==> src/bitmap_slot_allocator_unit_assert.svh <==
// assertion macros, clocked on clk, disabled while rst_n is low
`ifndef BITMAP_SLOT_ALLOCATOR_UNIT_ASSERT_SVH
`define BITMAP_SLOT_ALLOCATOR_UNIT_ASSERT_SVH

// same-cycle implication
`define BSA_ASSERT_IMP(label, ante, cons) \
  label: assert property (@(posedge clk) disable iff (!rst_n) (ante) |-> (cons)) \
    else $error("bsa assertion failed");

// next-cycle implication
`define BSA_ASSERT_NEXT(label, ante, cons) \
  label: assert property (@(posedge clk) disable iff (!rst_n) (ante) |=> (cons)) \
    else $error("bsa assertion failed");

`endif

==> src/bsa_pkg.sv <==
package bsa_pkg;

  localparam int unsigned KIND_W   = 2;
  localparam int unsigned SLOT_W   = 9;
  localparam int unsigned GRANT_W  = 8;
  localparam int unsigned STATUS_W = 2;

  localparam logic [KIND_W-1:0] KIND_ALLOC = 2'd0;
  localparam logic [KIND_W-1:0] KIND_FREE  = 2'd1;
  localparam logic [KIND_W-1:0] KIND_CLEAN = 2'd2;

  localparam logic [STATUS_W-1:0] ST_DONE    = 2'd0;
  localparam logic [STATUS_W-1:0] ST_FULL    = 2'd1;
  localparam logic [STATUS_W-1:0] ST_OUTSIDE = 2'd2;

  typedef enum logic {
    S_IDLE,
    S_SCAN
  } state_t;

  // broadcast to every cell
  typedef struct packed {
    logic              free_en;
    logic              clean;
    logic [SLOT_W-1:0] slot;
  } cell_cmd_t;

  // reported by each cell
  typedef struct packed {
    logic hit;
    logic fmatch;
  } cell_stat_t;

endpackage

==> src/bsa_req_if.sv <==
interface bsa_req_if;
  logic                        valid;
  logic                        ready;
  logic [bsa_pkg::KIND_W-1:0]  kind;
  logic [bsa_pkg::SLOT_W-1:0]  slot_to_free;

  modport source (output valid, output kind, output slot_to_free, input ready);
  modport sink (input valid, input kind, input slot_to_free, output ready);
endinterface

==> src/bsa_rsp_if.sv <==
interface bsa_rsp_if;
  logic                          valid;
  logic                          ready;
  logic [bsa_pkg::GRANT_W-1:0]   slot_granted;
  logic [bsa_pkg::STATUS_W-1:0]  status;

  modport source (output valid, output slot_granted, output status, input ready);
  modport sink (input valid, input slot_granted, input status, output ready);
endinterface

==> src/bsa_cell.sv <==
module bsa_cell #(
  parameter int unsigned IDX       = 0,
  parameter int unsigned WORD_BITS = 32,
  parameter int unsigned BW        = 5
) (
  input  logic                clk,
  input  logic                rst_n,
  input  logic                start_i,
  input  logic                tok_i,
  input  bsa_pkg::cell_cmd_t  cmd_i,
  output logic                tok_o,
  output bsa_pkg::cell_stat_t stat_o,
  output logic [BW-1:0]       bit_o
);

  localparam int unsigned BASE = IDX * WORD_BITS;

  logic [WORD_BITS-1:0] word_r, word_nxt;
  logic                 tok_r, tok_nxt;
  logic                 active;
  logic                 full;
  logic [BW-1:0]        free_bit;
  logic [15:0]          slot_ext;
  logic                 fmatch;
  logic [BW-1:0]        fbit;

  assign active   = start_i | tok_i;
  assign full     = &word_r;
  assign slot_ext = 16'(cmd_i.slot);
  assign fmatch   = (slot_ext >= 16'(BASE)) && (slot_ext < 16'(BASE + WORD_BITS));
  assign fbit     = BW'(slot_ext - 16'(BASE));

  // lowest clear bit
  always_comb begin
    free_bit = '0;
    for (int i = WORD_BITS - 1; i >= 0; i--) begin
      if (!word_r[i]) begin
        free_bit = BW'(i);
      end
    end
  end

  always_comb begin
    word_nxt = word_r;
    tok_nxt  = active && full;
    if (cmd_i.clean) begin
      word_nxt = '0;
    end else if (cmd_i.free_en && fmatch) begin
      word_nxt = word_r & ~(WORD_BITS'(1) << fbit);
    end else if (active && !full) begin
      word_nxt = word_r | (WORD_BITS'(1) << free_bit);
    end
  end

  always_ff @(posedge clk) begin
    if (!rst_n) begin
      word_r <= '0;
      tok_r  <= 1'b0;
    end else begin
      word_r <= word_nxt;
      tok_r  <= tok_nxt;
    end
  end

  assign tok_o         = tok_r;
  assign stat_o.hit    = active && !full;
  assign stat_o.fmatch = fmatch;
  assign bit_o         = (active && !full) ? free_bit : '0;

endmodule

==> src/bitmap_slot_allocator_unit.sv <==
// Slot allocator over WORDS x WORD_BITS slots, one bitmap word per cell in a chain.
// A free, a clean or an unused kind completes in the cycle it is accepted, with
// the result registered at that edge. An allocate starts at the cell of the hint
// word and a search token moves one cell per cycle up the chain; a full pool is
// reported once the token comes out of the last cell. One item is in work at a time;
// the next is taken while a finished result waits, as soon as the result register
// will be empty at that edge. No clearing pass is needed after reset.
`include "bitmap_slot_allocator_unit_assert.svh"

module bitmap_slot_allocator_unit #(
  parameter int unsigned WORDS     = 8,
  parameter int unsigned WORD_BITS = 32
) (
  input  logic       clk,
  input  logic       rst_n,
  bsa_req_if.sink    in_req,
  bsa_rsp_if.source  out_rsp
);

  localparam int unsigned WW = (WORDS > 1) ? $clog2(WORDS) : 1;
  localparam int unsigned BW = $clog2(WORD_BITS);

  bsa_pkg::state_t     state_r, state_nxt;
  logic [WW-1:0]       hint_r, hint_nxt;
  logic                out_valid_r, out_valid_nxt;
  logic [bsa_pkg::GRANT_W-1:0]  out_slot_r, out_slot_nxt;
  logic [bsa_pkg::STATUS_W-1:0] out_status_r, out_status_nxt;

  logic                in_ready;
  logic                acc;
  logic                go;
  logic                outside;
  bsa_pkg::cell_cmd_t  cmd;
  logic [WORDS-1:0]    start_vec;
  logic [WORDS-1:0]    tok_vec;
  logic [WORDS-1:0]    hit_vec;
  logic [WORDS-1:0]    fmatch_vec;
  bsa_pkg::cell_stat_t stat_arr [WORDS];
  logic [BW-1:0]       bit_arr [WORDS];
  logic                hit_any;
  logic [WW-1:0]       hit_w;
  logic [BW-1:0]       hit_b;
  logic [WW-1:0]       free_w;
  logic [15:0]         grant_full;

  assign in_ready = (state_r == bsa_pkg::S_IDLE) && (!out_valid_r || out_rsp.ready);
  assign acc      = in_req.valid && in_ready;
  assign go       = acc && (in_req.kind == bsa_pkg::KIND_ALLOC);
  assign outside  = 16'(in_req.slot_to_free) >= 16'(WORDS * WORD_BITS);

  assign cmd.free_en = acc && (in_req.kind == bsa_pkg::KIND_FREE) && !outside;
  assign cmd.clean   = acc && (in_req.kind == bsa_pkg::KIND_CLEAN);
  assign cmd.slot    = in_req.slot_to_free;

  genvar k;
  generate
    for (k = 0; k < WORDS; k++) begin : g_cell
      logic tok_in;
      if (k == 0) begin : g_first
        assign tok_in = 1'b0;
      end else begin : g_next
        assign tok_in = tok_vec[k-1];
      end
      assign start_vec[k]  = go && (hint_r == WW'(k));
      assign hit_vec[k]    = stat_arr[k].hit;
      assign fmatch_vec[k] = stat_arr[k].fmatch;

      bsa_cell #(
        .IDX       (k),
        .WORD_BITS (WORD_BITS),
        .BW        (BW)
      ) u_cell (
        .clk     (clk),
        .rst_n   (rst_n),
        .start_i (start_vec[k]),
        .tok_i   (tok_in),
        .cmd_i   (cmd),
        .tok_o   (tok_vec[k]),
        .stat_o  (stat_arr[k]),
        .bit_o   (bit_arr[k])
      );
    end
  endgenerate

  // at most one cell hits and at most one matches, so or-encode
  always_comb begin
    hit_w  = '0;
    hit_b  = '0;
    free_w = '0;
    for (int i = 0; i < WORDS; i++) begin
      if (hit_vec[i]) begin
        hit_w = hit_w | WW'(i);
      end
      if (fmatch_vec[i]) begin
        free_w = free_w | WW'(i);
      end
      hit_b = hit_b | bit_arr[i];
    end
  end

  assign hit_any    = |hit_vec;
  assign grant_full = 16'(hit_w) * 16'(WORD_BITS) + 16'(hit_b);

  always_comb begin
    state_nxt      = state_r;
    hint_nxt       = hint_r;
    out_valid_nxt  = out_valid_r && !out_rsp.ready;
    out_slot_nxt   = out_slot_r;
    out_status_nxt = out_status_r;
    case (state_r)
      bsa_pkg::S_IDLE: begin
        if (acc) begin
          case (in_req.kind)
            bsa_pkg::KIND_ALLOC: begin
              if (hit_any) begin
                out_valid_nxt  = 1'b1;
                out_slot_nxt   = grant_full[bsa_pkg::GRANT_W-1:0];
                out_status_nxt = bsa_pkg::ST_DONE;
                hint_nxt       = hit_w;
              end else begin
                state_nxt = bsa_pkg::S_SCAN;
              end
            end
            bsa_pkg::KIND_FREE: begin
              out_valid_nxt = 1'b1;
              out_slot_nxt  = '0;
              if (outside) begin
                out_status_nxt = bsa_pkg::ST_OUTSIDE;
              end else begin
                out_status_nxt = bsa_pkg::ST_DONE;
                if (hint_r > free_w) begin
                  hint_nxt = free_w;
                end
              end
            end
            bsa_pkg::KIND_CLEAN: begin
              out_valid_nxt  = 1'b1;
              out_slot_nxt   = '0;
              out_status_nxt = bsa_pkg::ST_DONE;
              hint_nxt       = '0;
            end
            default: begin
              out_valid_nxt  = 1'b1;
              out_slot_nxt   = '0;
              out_status_nxt = bsa_pkg::ST_DONE;
            end
          endcase
        end
      end
      bsa_pkg::S_SCAN: begin
        if (hit_any) begin
          out_valid_nxt  = 1'b1;
          out_slot_nxt   = grant_full[bsa_pkg::GRANT_W-1:0];
          out_status_nxt = bsa_pkg::ST_DONE;
          hint_nxt       = hit_w;
          state_nxt      = bsa_pkg::S_IDLE;
        end else if (tok_vec[WORDS-1]) begin
          out_valid_nxt  = 1'b1;
          out_slot_nxt   = '0;
          out_status_nxt = bsa_pkg::ST_FULL;
          state_nxt      = bsa_pkg::S_IDLE;
        end
      end
      default: begin
        state_nxt = bsa_pkg::S_IDLE;
      end
    endcase
  end

  always_ff @(posedge clk) begin
    if (!rst_n) begin
      state_r     <= bsa_pkg::S_IDLE;
      hint_r      <= '0;
      out_valid_r <= 1'b0;
    end else begin
      state_r     <= state_nxt;
      hint_r      <= hint_nxt;
      out_valid_r <= out_valid_nxt;
    end
  end

  always_ff @(posedge clk) begin
    out_slot_r   <= out_slot_nxt;
    out_status_r <= out_status_nxt;
  end

  assign in_req.ready         = in_ready;
  assign out_rsp.valid        = out_valid_r;
  assign out_rsp.slot_granted = out_slot_r;
  assign out_rsp.status       = out_status_r;

  `BSA_ASSERT_IMP(a_hit_onehot, 1'b1, $onehot0(hit_vec))
  `BSA_ASSERT_IMP(a_tok_onehot, 1'b1, $onehot0(tok_vec))
  `BSA_ASSERT_IMP(a_scan_out_empty, state_r == bsa_pkg::S_SCAN, !out_valid_r)
  `BSA_ASSERT_NEXT(a_miss_scans, go && !hit_any, state_r == bsa_pkg::S_SCAN)
  `BSA_ASSERT_NEXT(a_scan_hint_held, state_r == bsa_pkg::S_SCAN && !hit_any, $stable(hint_r))

endmodule

==> src/flat_wrapper.sv <==
// flat-port wrapper written by rule: the top's interface ports become plain ports
module bitmap_slot_allocator_unit_flat 
#(
  parameter int unsigned WORDS     = 8,
  parameter int unsigned WORD_BITS = 32
)
  (clk, rst_n, in_req_valid, in_req_kind, in_req_slot_to_free, in_req_ready, out_rsp_valid, out_rsp_slot_granted, out_rsp_status, out_rsp_ready);
  bsa_req_if in_req_i ();
  bsa_rsp_if out_rsp_i ();
  input  logic clk;
  input  logic rst_n;
  input wire logic [$bits(in_req_i.valid)-1:0] in_req_valid;
  input wire logic [$bits(in_req_i.kind)-1:0] in_req_kind;
  input wire logic [$bits(in_req_i.slot_to_free)-1:0] in_req_slot_to_free;
  output wire logic [$bits(in_req_i.ready)-1:0] in_req_ready;
  output wire logic [$bits(out_rsp_i.valid)-1:0] out_rsp_valid;
  output wire logic [$bits(out_rsp_i.slot_granted)-1:0] out_rsp_slot_granted;
  output wire logic [$bits(out_rsp_i.status)-1:0] out_rsp_status;
  input wire logic [$bits(out_rsp_i.ready)-1:0] out_rsp_ready;
  assign in_req_i.valid = in_req_valid;
  assign in_req_i.kind = in_req_kind;
  assign in_req_i.slot_to_free = in_req_slot_to_free;
  assign in_req_ready = in_req_i.ready;
  assign out_rsp_valid = out_rsp_i.valid;
  assign out_rsp_slot_granted = out_rsp_i.slot_granted;
  assign out_rsp_status = out_rsp_i.status;
  assign out_rsp_i.ready = out_rsp_ready;
  bitmap_slot_allocator_unit #(.WORDS(WORDS), .WORD_BITS(WORD_BITS)) u_core (.clk(clk), .rst_n(rst_n), .in_req(in_req_i), .out_rsp(out_rsp_i));
endmodule
==> config.mk <==
export PLATFORM = sky130hd
export DESIGN_NAME = bitmap_slot_allocator_unit_flat
export DESIGN_NICKNAME = d
export VERILOG_FILES = /design/src/bsa_pkg.sv /design/src/bsa_req_if.sv /design/src/bsa_rsp_if.sv /design/src/bsa_cell.sv /design/src/bitmap_slot_allocator_unit.sv /design/src/flat_wrapper.sv
export VERILOG_INCLUDE_DIRS = /design/src /design/src/src
export SDC_FILE = /design/constraint.sdc
export NUM_CORES = 1
export LEC_CHECK = 0
export BUFFER_PORTS_ARGS = -buffer_cell sky130_fd_sc_hd__buf_4
export CAP_MARGIN = 20
export CORE_ASPECT_RATIO = 1.5
export CORE_MARGIN = 2
export CORE_UTILIZATION = 65
export CTS_BUF_LIST = sky130_fd_sc_hd__clkbuf_8
export DETAILED_ROUTE_END_ITERATION = 8
export PLACE_DENSITY = 0.82
export SLEW_MARGIN = 10
export SYNTH_ARGS = -nofsm -noshare
export SYNTH_HDL_FRONTEND = slang
export SYNTH_SLANG_ARGS = --single-unit
==> constraint.sdc <==
create_clock -name clk -period 4.3 [get_ports clk]
set_input_delay 1.29 -clock clk [delete_from_list [all_inputs] [get_ports clk]]
set_output_delay 1.29 -clock clk [all_outputs]
set_load 0.01 [all_outputs]
==> flow_summary_export.csv <==
group,metric,value,unit
run_status,status,"finished, final reports clean",
global_routing,grt_max_degree,42,
cts,post-cts-setup-buffers,0,
global_routing,grt_pass1_vias,15750,
critical_path,r2r-start,"u_core.g_cell[6].u_cell.word_r[1]$_SDFFE_PP0P_",
placement,placed_cell_area,0.01593,mm²
power,total_leakage_power,5.039,nW
routing,drc,0,
cts,cts_buffer_depth,3,
critical_path,critPathKind,"in -> reg",
critical_path,crit_arrival,3.92,ns
routing,via_count,17220,
synth,syn-num-nets,2013,
final_layout,fin_nets,2059,
synth,synth-seq-cells,279,
routing,via_per_inst,7.221,
sta,fin_crit,3.493,ns
sta,setup_viol,0,
synth,synth_warnings,0,
final_layout,nFillCells,1887,
sta,fmax,286.3,MHz
sta,worst_pin_slew,1.225,ns
synth,synthesis.area,0.01526,mm²
routing,wl_per_cell,23.91,µm
placement,place.port_buffers,26,
routing,final_antenna_net_count,0,
placement,dp_hpwl,39160,µm
final_layout,area_growth,9.862,%
critical_path,crit_start,"in_req_valid",
critical_path,r2r_cells,7,
synth,yosysSeqAreaShare,37.25,%
cts,cts_tree,"yes",
critical_path,crit_end,"u_core.out_rsp.slot_granted[3]$_DFFE_PP_",
power,ir_drop,0.2995,mV
cts,root_buffer,"clkbuf_8",
placement,dp_cells,2305,
global_routing,grtUsageTotal,45.09,%
sta,maxSlewViolCount,0,
critical_path,rrSetupSlack,1.03,ns
sta,min_period_over_period,81.24,%
sta,rsz0062_at_grt,"false",
die,initial_core_util,66.19,%
synth,synth_flop_cell,"dfxtp_1",
cts,path_clk_slew,0.07,ns
cts,hold_buffers,0,
critical_path,end_kind,"flop",
die,die_x,129.1,µm
final_layout,fin_cells,2384,
sta,relSlewSlack,17.70,%
cts,clock-sinks,279,
power,powerDensity,300.0,mW/mm²
sta,skew,0.02299,ns
die,io_pins,27,
critical_path,timing.rr.end,"u_core.out_rsp.status[1]$_SDFFCE_PP0P_",
sta,hold_viol,0,
final_layout,drive_gt1_share,9.681,%
synth,synthCells,1992,
power,total_power,5.030,mW
job,drv_cap,0,
placement,gp_congestion,1.013,
cts,cts.htree.levels,2,
die,core_area,0.02306,mm²
cts,clk_latency,0.58,ns
global_routing,grt_antenna_before_repair,0,
die,fp-row-count,68,
synth,synth_edf_count,10,
hold_path,hp-class,"reg -> reg",
synth,async_reset_ff_share,0,%
sta,timing.hold.ws,0.5065,ns
cts,ctsResizeCount,0,
die,dieArea,0.02475,mm²
final_layout,regArea,0.005685,mm²
final_layout,multiInputGateArea,0.009001,mm²
routing,routed_wl,57010,µm
routing,drt_iter0_markers,2097,
cts,numCtsBuffers,43,
synth,syn_area_per_cell,7.662,µm²
sta,tns,0,ns
global_routing,grt_pass1_wl,86440,µm
synth,yosys.cell_types.count,83,
critical_path,cp.required,4.73,ns
critical_path,cp_max_fo,9,
global_routing,overflow,0,
final_layout,finish.instance_area,0.01677,mm²
critical_path,start_kind,"input port",
die,fp.dieH,191.7,µm
routing,first_pass_iters,7,
## per-stage QoR
stage | util (%) | setup WS [ns]
3_5_place_dp | 69.07 | 0.2573
3_3_place_gp | 69.07 | 0.3088
4_1_cts | 72.59 | 0.8656
5_1_grt | 72.69 | 0.5993
6_report | 72.72 | 0.8068
2_1_floorplan | - | 0.4854
## sequential cells by signal (all words and copies together) (netlist names)
signal                       count
u_core.g_cell.u_cell.word_r    256
u_core.g_cell.u_cell.tok_o       8
u_core.out_rsp.slot_granted      8
u_core.hint_r                    3
u_core.out_rsp.status            2
u_core.out_rsp.valid             1
u_core.state_r                   1
## report_power, final
| part | internal (mW) | leakage, nW | switching [mW] |
|---|---|---|---|
| registers | 2.61 | 2.26 | 0.00821 |
| logic | 0.0637 | 2.30 | 0.172 |
| clock network | 1.09 | 0.471 | 1.08 |
| total | 3.77 | 5.04 | 1.26 |
## cell usage after synthesis (all sizes together) (6+ instances only)
cell / count / area share, %
and4: 33 / 2.0
and2: 6 / 0.25
nor3b: 16 / 0.79
nand2: 238 / 5.9
a211oi: 19 / 0.93
a21o: 8 / 0.41
a22oi: 8 / 0.43
o21a: 13 / 0.64
edfxtp: 10 / 2.0
ha: 6 / 0.49
o221ai: 10 / 0.57
nand4: 100 / 4.2
a311oi: 6 / 0.34
nor3: 35 / 1.2
nand4b: 18 / 1.0
inv: 59 / 1.5
o2bb2ai: 20 / 1.1
a21boi: 22 / 1.1
o21bai: 9 / 0.44
nor2b: 34 / 1.4
nor2: 64 / 1.6
a211o: 11 / 0.63
nand3b: 24 / 1.2
nor4: 17 / 0.80
o211ai: 13 / 0.64
buf: 9 / 0.23
a21oi: 233 / 7.7
o21ai: 306 / 10
and3: 23 / 0.95
a31oi: 27 / 1.1
a41oi: 7 / 0.45
clkbuf: 75 / 2.0
nand2b: 21 / 0.86
o22ai: 53 / 2.2
or2: 10 / 0.41
dfxtp: 269 / 35
nand3: 95 / 3.1
## area by class of cell
class | count | area share, %
inverters | 59 | 1.321
diodes | 3 | 0.04477
repair buffers | 86 | 3.858
multi-input cells | 1569 | 53.68
clock buffers | 52 | 4.268
clock inverters | 21 | 0.5671
well taps | 315 | 2.351
flip-flops and latches | 279 | 33.91
## logic make-up (layout without fill, tap and decap cells)
group,count (synthesis),in the layout,synth area share [%]
flops,279,279,37.25
compound gates,803,803,31.23
other cells,0,3,0
fa+ha+maj,6,6,0.4919
buf+inv,144,218,3.845
simple gates,760,760,27.18
## worst max-delay path, cell delays in order
cell      delay, ns
buf_4          0.09
nor2b_1        0.51
a41oi_1        0.42
a31oi_1        0.78
buf_4          0.28
inv_1          0.04
o22ai_1        0.24
a221oi_1       0.09
a31oi_1        0.18
## worst min path at each step
stage / start / to / slack [ns] / cells after the start
after CTS: u_core.g_cell[2].u_cell.word_r[15]$_SDFFE_PP0P_ / u_core.g_cell[2].u_cell.word_r[15]$_SDFFE_PP0P_ / 0.50 / 2
final: u_core.g_cell[4].u_cell.word_r[29]$_SDFFE_PP0P_ / u_core.g_cell[4].u_cell.word_r[29]$_SDFFE_PP0P_ / 0.51 / 2
after detailed placement: u_core.g_cell[2].u_cell.word_r[15]$_SDFFE_PP0P_ / u_core.g_cell[2].u_cell.word_r[15]$_SDFFE_PP0P_ / 0.49 / 2
after global placement: u_core.g_cell[2].u_cell.word_r[17]$_SDFFE_PP0P_ / u_core.g_cell[2].u_cell.word_r[17]$_SDFFE_PP0P_ / 0.49 / 2
after global routing: u_core.g_cell[0].u_cell.word_r[22]$_SDFFE_PP0P_ / u_core.g_cell[0].u_cell.word_r[22]$_SDFFE_PP0P_ / 0.53 / 2
after floorplan: u_core.g_cell[5].u_cell.tok_o$_SDFF_PN0_ / u_core.g_cell[6].u_cell.tok_o$_SDFF_PN0_ / 0.46 / 2
## cell usage in the layout (no fill, tap or decap), drive strengths merged, types with 10 or more instances in the layout
cell and n:
a211oi 19, edfxtp 10, dfxtp 269, nor2b 34, and4 33, a21oi 233
inv 72, clkbuf 52, nor3 35, o211ai 13, o22ai 53, a31oi 27
o221ai 10, nand2b 21, a21boi 22, o21ai 306, and3 23, nand3b 24
nor2 64, a211o 11, nor4 17, buf 86, nand4b 18, nor3b 16
nand4 100, o2bb2ai 20, or2 10, o21a 13, nand2 238, nand3 95
## metal layers
metal  part of all wire, %  routed length (µm)  global-route usage (%)  vias up
met1                    36               20640                   54.12     7982
met5                     0                   0                       0        -
met3                    11                6244                   9.248      332
li1                      -                   -                       -     7671
met2                    44               25320                   70.08     1231
met4                   8.4                4798                   34.87        0
Note: power is estimated with default switching activity, not from simulation.
